===== src/hdl/vltd_pkg.sv =====
`timescale 1ns / 1ps
`default_nettype none
// -----------------------------------------------------------------------------
// vltd_pkg
// Shared types and constants for the varint length/type deframer.
// -----------------------------------------------------------------------------
package vltd_pkg;

    localparam int unsigned BYTE_W   = 8;
    localparam int unsigned WORD_W   = 32;
    localparam int unsigned KIND_W   = 2;
    localparam int unsigned MAXLEN_W = 16;
    localparam int unsigned GROUP_W  = 7;
    localparam int unsigned IDX_W    = 3;
    localparam int unsigned TDATA_W  = 2 * WORD_W + BYTE_W;
    localparam int unsigned TUSER_W  = KIND_W + 1;

    localparam logic [MAXLEN_W-1:0] MAX_PAYLOAD_RESET = 16'd1024;
    // fifth group of a varint; a set continuation bit here is an error
    localparam logic [IDX_W-1:0]    LAST_GROUP        = 3'd4;

    localparam logic [KIND_W-1:0] KIND_PAYLOAD  = 2'd0;
    localparam logic [KIND_W-1:0] KIND_EMPTY    = 2'd1;
    localparam logic [KIND_W-1:0] KIND_OVERSIZE = 2'd2;
    localparam logic [KIND_W-1:0] KIND_OVERLONG = 2'd3;

    typedef struct packed {
        logic [KIND_W-1:0] event_kind;
        logic [WORD_W-1:0] message_type;
        logic [WORD_W-1:0] frame_length;
        logic [BYTE_W-1:0] data_byte;
        logic              first_byte;
        logic              last_byte;
    } vltd_result_t;

endpackage : vltd_pkg
`default_nettype wire


===== src/hdl/vltd_in_stage.sv =====
`timescale 1ns / 1ps
`default_nettype none
// -----------------------------------------------------------------------------
// vltd_in_stage
// Input register for received bytes; frees itself as the parser takes a byte.
// -----------------------------------------------------------------------------
module vltd_in_stage (
    input  wire logic                      aclk,
    input  wire logic                      aresetn,
    input  wire logic                      s_tvalid,
    output logic                           s_tready,
    input  wire logic [vltd_pkg::BYTE_W-1:0] s_tdata,
    input  wire logic                      out_free,
    output logic                           take,
    output logic [vltd_pkg::BYTE_W-1:0]    byte_out
);
    import vltd_pkg::*;

    logic              valid_reg;
    logic              valid_next;
    logic [BYTE_W-1:0] byte_reg;

    assign take     = valid_reg && out_free;
    assign s_tready = !valid_reg || take;
    assign byte_out = byte_reg;

    always_comb begin
        valid_next = valid_reg;
        if (s_tvalid && s_tready) begin
            valid_next = 1'b1;
        end else if (take) begin
            valid_next = 1'b0;
        end
    end

    always_ff @(posedge aclk) begin
        if (!aresetn) begin
            valid_reg <= 1'b0;
        end else begin
            valid_reg <= valid_next;
        end
    end

    always_ff @(posedge aclk) begin
        if (s_tvalid && s_tready) begin
            byte_reg <= s_tdata;
        end
    end

endmodule : vltd_in_stage
`default_nettype wire


===== src/hdl/vltd_parser.sv =====
`timescale 1ns / 1ps
`default_nettype none
// -----------------------------------------------------------------------------
// vltd_parser
// Frame state machine: preamble hunt, two varints, payload count-down.
// -----------------------------------------------------------------------------
module vltd_parser (
    input  wire logic                          aclk,
    input  wire logic                          aresetn,
    input  wire logic                          cfg_wr_en,
    input  wire logic [vltd_pkg::MAXLEN_W-1:0] cfg_wr_data,
    input  wire logic                          go,
    input  wire logic [vltd_pkg::BYTE_W-1:0]   rx_byte,
    output logic                               res_valid,
    output vltd_pkg::vltd_result_t             res
);
    import vltd_pkg::*;

    typedef enum logic [1:0] {
        PH_HUNT,
        PH_LEN,
        PH_TYPE,
        PH_DATA
    } phase_t;

    phase_t              phase_reg,       phase_next;
    logic [WORD_W-1:0]   accum_reg,       accum_next;
    logic [IDX_W-1:0]    idx_reg,         idx_next;
    logic [WORD_W-1:0]   held_length_reg, held_length_next;
    logic [WORD_W-1:0]   held_type_reg,   held_type_next;
    logic [MAXLEN_W-1:0] bytes_left_reg,  bytes_left_next;
    logic                at_first_reg,    at_first_next;
    logic [MAXLEN_W-1:0] max_payload_reg;

    logic [WORD_W-1:0]   group_bits;
    logic [WORD_W-1:0]   accum_upd;
    logic                last_data;

    // place the 7-bit group; the fifth keeps only four bits
    always_comb begin
        unique case (idx_reg)
            3'd0:    group_bits = {25'd0, rx_byte[GROUP_W-1:0]};
            3'd1:    group_bits = {18'd0, rx_byte[GROUP_W-1:0], 7'd0};
            3'd2:    group_bits = {11'd0, rx_byte[GROUP_W-1:0], 14'd0};
            3'd3:    group_bits = {4'd0, rx_byte[GROUP_W-1:0], 21'd0};
            3'd4:    group_bits = {rx_byte[3:0], 28'd0};
            default: group_bits = '0;
        endcase
    end

    assign accum_upd = accum_reg | group_bits;
    assign last_data = (bytes_left_reg <= 16'd1);

    always_comb begin
        phase_next       = phase_reg;
        accum_next       = accum_reg;
        idx_next         = idx_reg;
        held_length_next = held_length_reg;
        held_type_next   = held_type_reg;
        bytes_left_next  = bytes_left_reg;
        at_first_next    = at_first_reg;
        res_valid        = 1'b0;
        res              = '0;

        if (go) begin
            unique case (phase_reg)
                PH_HUNT: begin
                    if (rx_byte == '0) begin
                        phase_next = PH_LEN;
                        accum_next = '0;
                        idx_next   = '0;
                    end
                end
                PH_DATA: begin
                    res_valid        = 1'b1;
                    res.event_kind   = KIND_PAYLOAD;
                    res.message_type = held_type_reg;
                    res.frame_length = held_length_reg;
                    res.data_byte    = rx_byte;
                    res.first_byte   = at_first_reg;
                    res.last_byte    = last_data;
                    at_first_next    = 1'b0;
                    bytes_left_next  = bytes_left_reg - 16'd1;
                    if (last_data) begin
                        phase_next = PH_HUNT;
                    end
                end
                default: begin
                    if (rx_byte[BYTE_W-1]) begin
                        if (idx_reg == LAST_GROUP) begin
                            // overlong varint: report and resynchronise
                            res_valid        = 1'b1;
                            res.event_kind   = KIND_OVERLONG;
                            res.frame_length = (phase_reg == PH_TYPE) ? held_length_reg : '0;
                            phase_next       = PH_HUNT;
                            accum_next       = '0;
                            idx_next         = '0;
                        end else begin
                            accum_next = accum_upd;
                            idx_next   = idx_reg + 3'd1;
                        end
                    end else if (phase_reg == PH_LEN) begin
                        held_length_next = accum_upd;
                        accum_next       = '0;
                        idx_next         = '0;
                        phase_next       = PH_TYPE;
                    end else begin
                        // header complete: check the declared length now
                        held_type_next = accum_upd;
                        accum_next     = '0;
                        idx_next       = '0;
                        if (held_length_reg > {16'd0, max_payload_reg}) begin
                            res_valid        = 1'b1;
                            res.event_kind   = KIND_OVERSIZE;
                            res.message_type = accum_upd;
                            res.frame_length = held_length_reg;
                            phase_next       = PH_HUNT;
                        end else if (held_length_reg == '0) begin
                            res_valid        = 1'b1;
                            res.event_kind   = KIND_EMPTY;
                            res.message_type = accum_upd;
                            res.last_byte    = 1'b1;
                            phase_next       = PH_HUNT;
                        end else begin
                            bytes_left_next = held_length_reg[MAXLEN_W-1:0];
                            at_first_next   = 1'b1;
                            phase_next      = PH_DATA;
                        end
                    end
                end
            endcase
        end
    end

    always_ff @(posedge aclk) begin
        if (!aresetn) begin
            phase_reg       <= PH_HUNT;
            accum_reg       <= '0;
            idx_reg         <= '0;
            held_length_reg <= '0;
            held_type_reg   <= '0;
            bytes_left_reg  <= '0;
            at_first_reg    <= 1'b1;
            max_payload_reg <= MAX_PAYLOAD_RESET;
        end else begin
            phase_reg       <= phase_next;
            accum_reg       <= accum_next;
            idx_reg         <= idx_next;
            held_length_reg <= held_length_next;
            held_type_reg   <= held_type_next;
            bytes_left_reg  <= bytes_left_next;
            at_first_reg    <= at_first_next;
            if (cfg_wr_en) begin
                max_payload_reg <= cfg_wr_data;
            end
        end
    end

endmodule : vltd_parser
`default_nettype wire


===== src/hdl/vltd_out_stage.sv =====
`timescale 1ns / 1ps
`default_nettype none
// -----------------------------------------------------------------------------
// vltd_out_stage
// Result register driving the master-side stream.
// -----------------------------------------------------------------------------
module vltd_out_stage (
    input  wire logic                         aclk,
    input  wire logic                         aresetn,
    input  wire logic                         load,
    input  wire vltd_pkg::vltd_result_t       res,
    output logic                              out_free,
    output logic                              m_tvalid,
    input  wire logic                         m_tready,
    output logic [vltd_pkg::TDATA_W-1:0]      m_tdata,
    output logic [vltd_pkg::TUSER_W-1:0]      m_tuser,
    output logic                              m_tlast
);
    import vltd_pkg::*;

    logic         valid_reg;
    logic         valid_next;
    vltd_result_t res_reg;

    assign out_free = !valid_reg || m_tready;
    assign m_tvalid = valid_reg;
    assign m_tdata  = {res_reg.data_byte, res_reg.frame_length, res_reg.message_type};
    assign m_tuser  = {res_reg.first_byte, res_reg.event_kind};
    assign m_tlast  = res_reg.last_byte;

    always_comb begin
        valid_next = valid_reg;
        if (load) begin
            valid_next = 1'b1;
        end else if (m_tready) begin
            valid_next = 1'b0;
        end
    end

    always_ff @(posedge aclk) begin
        if (!aresetn) begin
            valid_reg <= 1'b0;
        end else begin
            valid_reg <= valid_next;
        end
    end

    // hold the result until the transfer completes
    always_ff @(posedge aclk) begin
        if (load) begin
            res_reg <= res;
        end
    end

endmodule : vltd_out_stage
`default_nettype wire


===== src/hdl/varint_length_type_deframer.sv =====
`timescale 1ns / 1ps
`default_nettype none
// -----------------------------------------------------------------------------
// varint_length_type_deframer
// Splits a byte stream into zero-preambled frames with varint length and type.
//
//   channel  dir  signals                 contents (low bits first)
//   s_       in   tvalid tready tdata[7:0] rx_byte
//   m_       out  tvalid tready tdata[71:0] message_type, frame_length, data_byte
//                  tuser[2:0] tlast        tuser: event_kind, first_byte; tlast: last_byte
//   cfg_     in   wr_en wr_data[15:0]     max_payload
//
// One byte per cycle while the m_ side does not stall. A byte taken on s_ is
// registered in the input register and parsed out of it, and its result is
// registered in the result register, whose valid flag drives m_tvalid.
// Reset (aresetn low, synchronous) returns to preamble hunt, max_payload 1024.
// A stalled m_ side holds the result; one more byte waits in the input register.
// -----------------------------------------------------------------------------
module varint_length_type_deframer (
    input  wire logic                          aclk,
    input  wire logic                          aresetn,
    input  wire logic                          s_tvalid,
    output logic                               s_tready,
    input  wire logic [vltd_pkg::BYTE_W-1:0]   s_tdata,   // rx_byte
    output logic                               m_tvalid,
    input  wire logic                          m_tready,
    // message_type[31:0], frame_length[63:32], data_byte[71:64]
    output logic [vltd_pkg::TDATA_W-1:0]       m_tdata,
    output logic [vltd_pkg::TUSER_W-1:0]       m_tuser,   // event_kind[1:0], first_byte[2]
    output logic                               m_tlast,
    input  wire logic                          cfg_wr_en,
    input  wire logic [vltd_pkg::MAXLEN_W-1:0] cfg_wr_data
);
    import vltd_pkg::*;

    logic              take;
    logic              out_free;
    logic [BYTE_W-1:0] rx_byte;
    logic              res_valid;
    vltd_result_t      res;

    vltd_in_stage u_in_stage (
        .aclk     (aclk),
        .aresetn  (aresetn),
        .s_tvalid (s_tvalid),
        .s_tready (s_tready),
        .s_tdata  (s_tdata),
        .out_free (out_free),
        .take     (take),
        .byte_out (rx_byte)
    );

    vltd_parser u_parser (
        .aclk        (aclk),
        .aresetn     (aresetn),
        .cfg_wr_en   (cfg_wr_en),
        .cfg_wr_data (cfg_wr_data),
        .go          (take),
        .rx_byte     (rx_byte),
        .res_valid   (res_valid),
        .res         (res)
    );

    vltd_out_stage u_out_stage (
        .aclk     (aclk),
        .aresetn  (aresetn),
        .load     (take && res_valid),
        .res      (res),
        .out_free (out_free),
        .m_tvalid (m_tvalid),
        .m_tready (m_tready),
        .m_tdata  (m_tdata),
        .m_tuser  (m_tuser),
        .m_tlast  (m_tlast)
    );

`ifndef SYNTHESIS
    // an empty result register never blocks the input side
    a_ready_when_empty: assert property (@(posedge aclk) disable iff (!aresetn)
        !m_tvalid |-> s_tready)
        else $error("s_tready low with an empty result register");

    a_empty_marks: assert property (@(posedge aclk) disable iff (!aresetn)
        (m_tvalid && m_tuser[KIND_W-1:0] == KIND_EMPTY)
            |-> (m_tlast && !m_tuser[KIND_W] && m_tdata[WORD_W +: WORD_W] == '0))
        else $error("empty-frame result with bad marks or length");

    a_error_marks: assert property (@(posedge aclk) disable iff (!aresetn)
        (m_tvalid && (m_tuser[KIND_W-1:0] == KIND_OVERSIZE
                   || m_tuser[KIND_W-1:0] == KIND_OVERLONG))
            |-> (!m_tlast && !m_tuser[KIND_W] && m_tdata[2*WORD_W +: BYTE_W] == '0))
        else $error("error result carries payload marks");

    a_overlong_type: assert property (@(posedge aclk) disable iff (!aresetn)
        (m_tvalid && m_tuser[KIND_W-1:0] == KIND_OVERLONG) |-> m_tdata[WORD_W-1:0] == '0)
        else $error("overlong varint result with nonzero type");
`endif

endmodule : varint_length_type_deframer
`default_nettype wire

===== config.mk =====
export PLATFORM = sky130hd
export DESIGN_NAME = varint_length_type_deframer
export DESIGN_NICKNAME = d
export VERILOG_FILES = /design/src/hdl/vltd_pkg.sv /design/src/hdl/vltd_in_stage.sv /design/src/hdl/vltd_parser.sv /design/src/hdl/vltd_out_stage.sv /design/src/hdl/varint_length_type_deframer.sv
export SDC_FILE = /design/constraint.sdc
export NUM_CORES = 1
export LEC_CHECK = 0
export ABC_AREA = 1
export BUFFER_PORTS_ARGS = -buffer_cell sky130_fd_sc_hd__clkbuf_2
export CORE_UTILIZATION = 45
export DETAILED_ROUTE_END_ITERATION = 7
export PLACE_DENSITY = 0.69
export SYNTH_ARGS = -nofsm -noshare
export SYNTH_HDL_FRONTEND = slang
export SYNTH_SLANG_ARGS = --single-unit

===== constraint.sdc =====
create_clock -name aclk -period 3.75 [get_ports aclk]
set_input_delay 0.75 -clock aclk [delete_from_list [all_inputs] [get_ports aclk]]
set_output_delay 0.75 -clock aclk [all_outputs]
set_load 0.05 [all_outputs]

# ---- Yosys cells after proc, flatten, opt, wreduce, memory -nomap -nowiden
# Cells that the tools add are included.
dict set report classes {
  addsub 2
  n_lt_le_gt_ge 2
  eq_ne 14
  mux 53
  bitwise_logic 6
  n_reduce_logical 20
}
# op count
set ops {}
lappend ops {{$mux W32} 8}
lappend ops {{$pmux W32 S5} 1}
lappend ops {{$pmux W66 S2} 1}
lappend ops {{$mux W66} 1}
lappend ops {{$mux W16} 4}
lappend ops {{$pmux W32 S2} 1}
lappend ops {{$mux W34} 1}
lappend ops {{$mux W33} 1}
lappend ops {{$gt A32 B16 Y1} 1}
lappend ops {{$logic_not A32 Y1} 1}
lappend ops {{$or A32 B32 Y32} 1}
lappend ops {{$pmux W16 S2} 1}
lappend ops {{$mux W2} 9}
lappend ops {{$mux W1} 17}
lappend ops {{$le A16 B1 Y1 const B} 1}
lappend ops {{$sub A16 B1 Y16 const B} 1}
lappend ops {{$reduce_and A4 Y1} 3}
lappend ops {{$mux W3} 3}
lappend ops {{$logic_not A8 Y1} 1}
lappend ops {{$eq A3 B2 Y1 const B} 2}
lappend ops {{$ne A2 B1 Y1 const B} 3}
lappend ops {{$ne A2 B2 Y1 const B} 3}
lappend ops {{$pmux W1 S2} 3}
lappend ops {{$pmux W3 S2} 1}
lappend ops {{18 further kinds} 28}
dict set report word_totals {
  reg_bits 220
  in_bits 29
  output_inout_bits 78
  elab_cells 114
}

# ---- Depth between registers and ports, before layout
# Gate-level depths: netlist of the first run.
dict set report depth {
  depth_word 9
  ltp_mapped 14
  ltp_nobuf 14
}

# ---- Hierarchy
# From an unflattened synthesis of the first run, not the netlist that was laid out.
dict set report hier_totals {
  hier_cells 1282
  area_unflattened_um2 10224.8
}
# module instances cells_each area_each_um2 seq_area_each_um2
set modules_own_cells {}
lappend modules_own_cells {vltd_parser 1 1181 7589.8 2682.6}
lappend modules_own_cells {vltd_out_stage 1 82 2328.5 2302.2}
lappend modules_own_cells {vltd_in_stage 1 17 299.0 260.2}
lappend modules_own_cells {varint_length_type_deframer 1 2 7.5 0.0}

# ---- Worst setup path after synthesis of the first run
# OpenSTA, ideal clock, no wires.
dict set report synth_path {
  path_kind {input port to flip-flop}
  from {input m_tready}
  to {register u_out_stage.res_reg (netlist bit u_out_stage.m_tdata[0]) (enable)}
  setup_ns 0.430
  arrival_ns 3.257
  required_time_ns 3.320
  setup_slack_ns 0.063
  path_stages 9
  n_path_buf 1
  path_cell_list {inv_1 > nand2_1 > nand2_2 > buf_4 > nor2_1 > clkinv_1 > a32oi_1 > nand2_1 > inv_1}
}
dict set report synth_via {
  elab_chain_len 4
}
# element line
set synth_rtl {}
lappend synth_rtl {{start, declared} varint_length_type_deframer.sv:26} ;# input wire logic m_tready,
lappend synth_rtl {{$logic_or A1 B1 Y1 *} vltd_out_stage.sv:25} ;# assign out_free = !valid_reg || m_tready;
lappend synth_rtl {{$logic_and A1 B1 Y1 *} vltd_in_stage.sv:23} ;# assign take = valid_reg && out_free;
lappend synth_rtl {{$mux W1} vltd_parser.sv:65} ;# if (go) begin
lappend synth_rtl {{$logic_and A1 B1 Y1 *} varint_length_type_deframer.sv:67} ;# .load (take && res_valid),
lappend synth_rtl {{net u_out_stage.load} vltd_out_stage.sv:10} ;# input wire logic load,
lappend synth_rtl {{end signal, assigned} vltd_out_stage.sv:51} ;# res_reg <= res;
lappend synth_rtl {{end, declared} vltd_out_stage.sv:23} ;# vltd_result_t res_reg;
# Mark *: on every way through the listed nets, which the timed path passes. The rest lies on a longest branch.
# A chain may end at the register's enable or synchronous reset.

# ---- Worst setup path after layout of the first run
dict set report layout_path {
  from {register u_parser.max_payload_reg[7]}
  to {register u_out_stage.res_reg (netlist bit u_out_stage.m_tdata[16]) (data pin)}
}
dict set report layout_via {
  elab_chain_len 5
}
# element line
set layout_rtl {}
lappend layout_rtl {{start, declared} vltd_parser.sv:33} ;# logic [MAXLEN_W-1:0] max_payload_reg;
lappend layout_rtl {{start signal, assigned} vltd_parser.sv:154} ;# max_payload_reg <= cfg_wr_data;
lappend layout_rtl {{$gt A32 B16 Y1} vltd_parser.sv:112} ;# if (held_length_reg > {16'd0, max_payload_reg}) begin
lappend layout_rtl {{$mux W34} vltd_parser.sv:112}
lappend layout_rtl {{$mux W66} vltd_parser.sv:102} ;# end else if (phase_reg == PH_LEN) begin
lappend layout_rtl {{$mux W32} vltd_parser.sv:89} ;# if (rx_byte[BYTE_W-1]) begin
lappend layout_rtl {{$pmux W66 S2} vltd_parser.sv:66} ;# unique case (phase_reg)
# No other way between the ends.

==> results.md, run 1 <==
* Mapped Area at 9790 um2
* Slew @ Worst Pin at between 0.9 and 1 ns
* Root Driver: clkbuf_16
* Sequential fraction of the synthesis area at 53.6%
* GP Congestion at ~0.9
* Row Count at 53
* Final period utilization at between 70% and 80%
* Clock tree sinks at 220
* Dominant cells by area after synthesis: dfxtp_1, edfxtp_1, a21oi_1
* Final min period at 2.80 ns
* Syn_area_per_cell at ~8.4 um2
* Yosys reg bits at 220
* Routed len/inst at 16.1 um
* Skew-Pair Late Insertion Delay at 0.52 ns
* Worst Path Max Fanout at 25
* Vias in the first global route at 7234
* CP Capture Type: register
* Layout cells sized above 1 at ~14%
* IR drop worst, VDD at 0.000285 V
* Die H at 150 um
* Area delta synth->final at 15.1%
* Total power at just over 5 mW
* CTS buffer count at 24
* Outcome: finished, final reports clean
* DR vias at 8144
* Hold Vio Cnt, Final at 0
* Initial drt markers at 720
* Initial antenna violation count at 0
* Fin. max-slew vios at 0
* Post-CTS Setup Bufs at 0
* Maxcap violations at 0
* Max reg flops at 72
* DRC Markers at 0
* Post-synthesis adder-cell area fraction at under 10%
* Vias per inst at between 5 and 6
* Worst EP arrival at 3.06 ns
* Fmax at between 0.3 and 0.4 GHz
* Post-Synthesis Cells at between 1000 and 1500
* Die width at ~150 um
* Post-Synth Simple-Gate Area at between 10% and 20%
* Number of routed nets with antenna violations at 0
* Pwr/cell area at 450 nW/um2
* Post-synth net total at 1226
* Largest net degree at the start of global routing at between 80 and 90
* Number of diodes at 0
* # setup viols final at 0
* Multi-input logic area at ~3600 um2
* DP Worst Slack at 0.825 ns
* Grt ovf at 0
* Worst hold slack at just over 0.4 ns
* Setup Skew at between 0.01 and 0.015 ns
* RSZ-0062 raised after global routing: false
* Port Buf Inserts at roughly 110
* P_leak at 4.60 nW
* Area leader, netlist: dfxtp_1
* Global-route wire length before repair at between 30 and 40 mm
* CTS tree: yes
* Final setup margin at between 0.9 and 1 ns
* Largest family of logic cells by synthesized area: compound AO/OA/AOI/OAI gates
* Max clock buf depth at 3
* Hold WC Path Type: input port to register
* WL final at 24.7 mm
* Final net count at 1303
* Yosys top cell area share at 27.8%
* Starting density of the core at 46.3%
* DIE AREA at 22400 um2
* Rel. slew slack at a little under two fifths
* Setup TNS at 0 ns
* Setup crit start: u_parser.max_payload_reg[7]
* Reg2reg start: u_parser.max_payload_reg[7]
* Synth Area in Compound Gates at roughly 17%
* Unique cell type count in the Yosys netlist at 32
* Tot GR Track Use at between 20% and 30%
* Mux contribution to synthesized area at 0%
* CTS hold repair buffers at 0
* Post-CTS Resized at 0
* Boundary pin count at 107
* Htree depth at 1
* Fill count at a little under 2000
* Register area at 5250 um2
* Core area at 21200 um2
* Crit path kind: register to register
* WP data required at 4.01 ns
* CP Launch Type: register
* Yosys warning count at 0
* Xor/xnor cell area share of the yosys netlist at 0.0894%
* Final cell area excluding filler cells at 11300 um2
* Reg clk slew, reported paths at 0.06 ns
* Hold Crit Start: s_tdata[1]
* TritonRoute pass-1 iters at 5
* DP Area at about 10000 um2
* Hpwl dp at 17.0 mm
synth_stat cells (all sizes together):
library cell  instances
ha                   27
o21ai               106
clkinv                1
dfxtp               136
clkbuf               32
nor3                  6
a31oi                12
nand2               173
nand3               105
buf                  37
edfxtp               84
a32oi                 1
o211ai                1
nand4                 7
xor2                  1
o22ai                 3
inv                 160
a21oi               198
a211oi                3
nor2                 77
power by group:
| part | switching (mW) | internal [mW] |
|---|---|---|
| clock network | 0.944 | 1.48 |
| logic | 0.100 | 0.0406 |
| registers | 0.0294 | 2.49 |
kinds of logic (layout without fill, tap and decap cells):
logic type	Yosys count	in the layout
adders and majority gates	27	27
and+or+nand+nor	368	368
AOI/OAI and AO/OA	324	324
xor gates and xnor gates	1	1
DFF	220	220
buffers and inverters	230	325
per-stage QoR:
step / instances / util, %
after floorplan: 1170 / -
after global placement: 1496 / 49.4
after detailed placement: 1496 / 49.4
after CTS: 1540 / 53.3
after global routing: 1540 / 53.3
final: 1540 / 53.3
cell usage in the layout, fill, tap and decap left out, drive strengths merged:
cell type | Yosys | layout
inv | 160 | 160
buf | 37 | 14
nand4 | 7 | 7
a31oi | 12 | 12
a32oi | 1 | 1
nand2 | 173 | 173
a21oi | 198 | 198
nor3 | 6 | 6
clkinv | 1 | 6
bufinv | 0 | 2
nor2 | 77 | 77
nand3 | 105 | 105
a211oi | 3 | 3
o21ai | 106 | 106
clkbuf | 32 | 142
clkinvlp | 0 | 1
o211ai | 1 | 1
dfxtp | 136 | 136
ha | 27 | 27
xor2 | 1 | 1
o22ai | 3 | 3
edfxtp | 84 | 84
per-layer routing:
metal  GRT usage (%)  share of wire [%]  vias to the layer above
li1                -                  -                     4057
met1            31.4                 46                     3781
met2            35.0                 45                      264
met3            2.93                5.9                       42
met4            5.87                2.3                        0
met5               0                  0                        -
final timing paths:
path / to / slack (ns) / depth (start not counted)
hold / removal: u_in_stage.byte_out[1] / 0.41 / 1
setup / recovery: u_out_stage.m_tdata[16] / 0.95 / 12
hold reg to reg: u_parser.accum_reg[31] / 0.43 / 2
setup reg to reg: u_out_stage.m_tdata[16] / 0.95 / 12
critical path, stage by stage (launching register included):
cell and delay [ns]:
dfxtp_1 0.31, inv_1 0.05, ha_1 0.29, nand2_1 0.05, inv_1 0.06, nand3_1 0.10, nor3_1 0.19, nand3_1 0.20
nand3_1 0.22, nand2_1 0.55, buf_4 0.39, nand3_1 0.07, a21oi_1 0.08
final cells by class:
class	count	area share, %
sequential	220	46.5
multi-input combinational	720	32.0
clock buffer	36	6.46
timing repair buffer	120	5.75
inverter	161	5.36
tap	275	3.05
clock inverter	8	0.799
Note: power is estimated with default switching activity, not from simulation.
==> run 2, diff against run 1 <==
clock period = 2.45 ns   (was 3.75 ns; I/O delays follow)
==> results.md, run 2 (synthesis gave the netlist of run 1 again) <==
* RSZ-0062 raised after global routing: false
* Die H at 150 um (unchanged)
* DRC Markers at 0 (unchanged)
* Die width at 150 um (unchanged)
* Initial antenna violation count at 0 (unchanged)
* Final min period at 2.29 ns (-0.504 ns)
* Core area at 21200 um2 (unchanged)
* Commonest cells after routing, fill and taps aside: a21oi_1, nand2_1, inv_1
* Comb pwr share at 3.5% (+0.7 points)
* Worst Path Max Fanout at 48 (+92%)
* Row Count at 53 (unchanged)
* Post-CTS Setup Bufs at 0 (unchanged)
* Internal Pwr Total at 6.37 mW (+59%)
* Area delta synth->final at 18.7%
* Crit path kind: register to register
* Fill count at 1907 (-4.0%)
* DP Area at 10700 um2 (+2.8%)
* GP Congestion at 0.910 (+1.5%)
* Initial drt markers at 848 (+18%)
* Hold WC Path Type: input port to register
* Reg clk slew, reported paths at 0.06 ns (about the same)
* Hpwl dp at 17.8 mm (+4.8%)
* Largest net degree at the start of global routing at 62 (-25%)
* Worst EP arrival at 2.48 ns (-0.58 ns)
* Vias per inst at 5.41 (+2.3%)
* IR drop worst, VDD at 0.000406 V (+42%)
* Port Buf Inserts at 106 (unchanged)
* Fin. max-slew vios at 0 (unchanged)
* Final Util at 54.9% (+1.7 points)
* TritonRoute pass-1 iters at 5 (unchanged)
* CTS buffer count at 24 (unchanged)
* Routed len/inst at 16.5 um (+3.0%)
* P_sw at 1.64 mW (+53%)
* Layout cells sized above 1 at 16.2% (+2.4 points)
* Final cell area excluding filler cells at 11600 um2 (+3.1%)
* Grt ovf at 0 (unchanged)
* Clock tree sinks at 220 (unchanged)
* P_leak at 4.76 nW (+3.6%)
* Setup Skew at 0.0151 ns (+0.00135 ns)
* Sw frac at 20.5% (-0.69 points)
* Rel. slew slack at 62.7% (+26 points)
* Max reg flops at 72 (unchanged)
* Root Driver: clkbuf_16
* Total power at 8.01 mW (+58%)
* Starting density of the core at 46.3% (unchanged)
* Vias in the first global route at 7948 (+9.9%)
* CP Launch Type: register
* Most common cell after layout, fill and taps aside: a21oi_1
* Pwr/cell area at 689 nW/um2 (+53%)
* Number of routed nets with antenna violations at 0 (unchanged)
* Fmax at 0.436 GHz (+22%)
* Boundary pin count at 107 (unchanged)
* Final net count at 1327 (+1.8%)
* CTS tree: yes
* Final period utilization at 93.7% (+19 points)
* Tot GR Track Use at 23.6% (+1.5 points)
* Max clock buf depth at 3 (unchanged)
* Slew @ Worst Pin at 0.553 ns (-0.390 ns)
* WP data required at 2.63 ns (-1.38 ns)
* Hold Vio Cnt, Final at 0 (unchanged)
* Number of diodes at 0 (unchanged)
* Outcome: finished, final reports clean
* # setup viols final at 0 (unchanged)
* DIE AREA at 22400 um2 (unchanged)
* Global-route wire length before repair at 41.5 mm (+7.7%)
* Skew-Pair Late Insertion Delay at 0.51 ns (about the same)
* Finished Layout Cells at 1564 (+1.6%)
* Htree depth at 1 (unchanged)
* Clock share of power at 48.7% (+1.0 points)
* WL final at 25.9 mm (+4.6%)
* Maxcap violations at 0 (unchanged)
* CP Capture Type: register
* Seq pwr share at 47.8% (-1.8 points)
* DR vias at 8460 (+3.9%)
* Placed cells at 1520 (+1.6%)
-- run 2: cell count changes in the layout (fill, tap and decap cells not counted), sizes merged --
cell    delta
inv        -1
clkbuf     +1
bufinv     +2
clkinv     -2
buf       +24
-- run 2: metrics by stage --
stage | hold WS (ns) | worst slack (ns) | TNS [ns]
2_1_floorplan | 0.409 | -0.399 | -30.31
3_3_place_gp | 0.416 | 0.177 | 0
3_5_place_dp | 0.424 | 0.121 | 0
4_1_cts | 0.149 | 0.0893 | 0
5_1_grt | 0.146 | 0.00119 | 0
6_report | 0.156 | 0.155 | 0
-- run 2: power groups by stage --
stage          sequential [mW]  clock (mW)  combinational, mW
3_3_place_gp              3.90           0              0.273
2_1_floorplan             3.89           0              0.171
6_report                  3.82        3.90              0.283
5_1_grt                   3.82        4.10              0.313
4_1_cts                   3.82        3.94              0.280
3_5_place_dp              3.90           0              0.277
-- run 2: area by class of cell --
class	count	area (um2)	share of cell area, %
Sequential cell	220	5250	45.1
Multi-Input combinational cell	720	3650	31.4
Timing Repair Buffer	144	907	7.81
Clock buffer	37	733	6.31
Inverter	161	608	5.23
Tap cell	275	344	2.96
Clock inverter	7	134	1.15
-- run 2: worst paths after layout --
kind                                start                       to  slack (ns)  cells after the start
max          u_parser.max_payload_reg[14]  u_out_stage.m_tdata[25]        0.16                     13
min                            s_tdata[6]   u_in_stage.byte_out[6]        0.16                      1
max reg2reg  u_parser.max_payload_reg[14]  u_out_stage.m_tdata[25]        0.16                     13
min reg2reg        u_parser.accum_reg[31]   u_parser.accum_reg[31]        0.43                      2
-- run 2: timing repair --
item,in CTS,in global routing
hold buffers,0,0
resized for setup,0,4
endpoints found under the setup margin,0,31
-- run 2: worst max-delay path, stage by stage, from the launching register on --
cell	delay (ns)
dfxtp_1	0.32
inv_1	0.06
ha_1	0.27
nand2_1	0.07
nor2_2	0.15
nand2_1	0.08
inv_1	0.10
nand2_1	0.07
nand4_2	0.14
nand3_2	0.13
nand3_2	0.11
nand2_2	0.07
clkinvlp_4	0.10
buf_12	0.24
-- run 2: per-layer routing --
layer  global-route usage [%]  up-vias  wire length (um)
met2                     37.0      304             11700
met1                     33.5     3998             11800
met5                        0        -                 0
li1                         -     4110                 -
met3                     3.05       48              1670
met4                     7.81        0               673
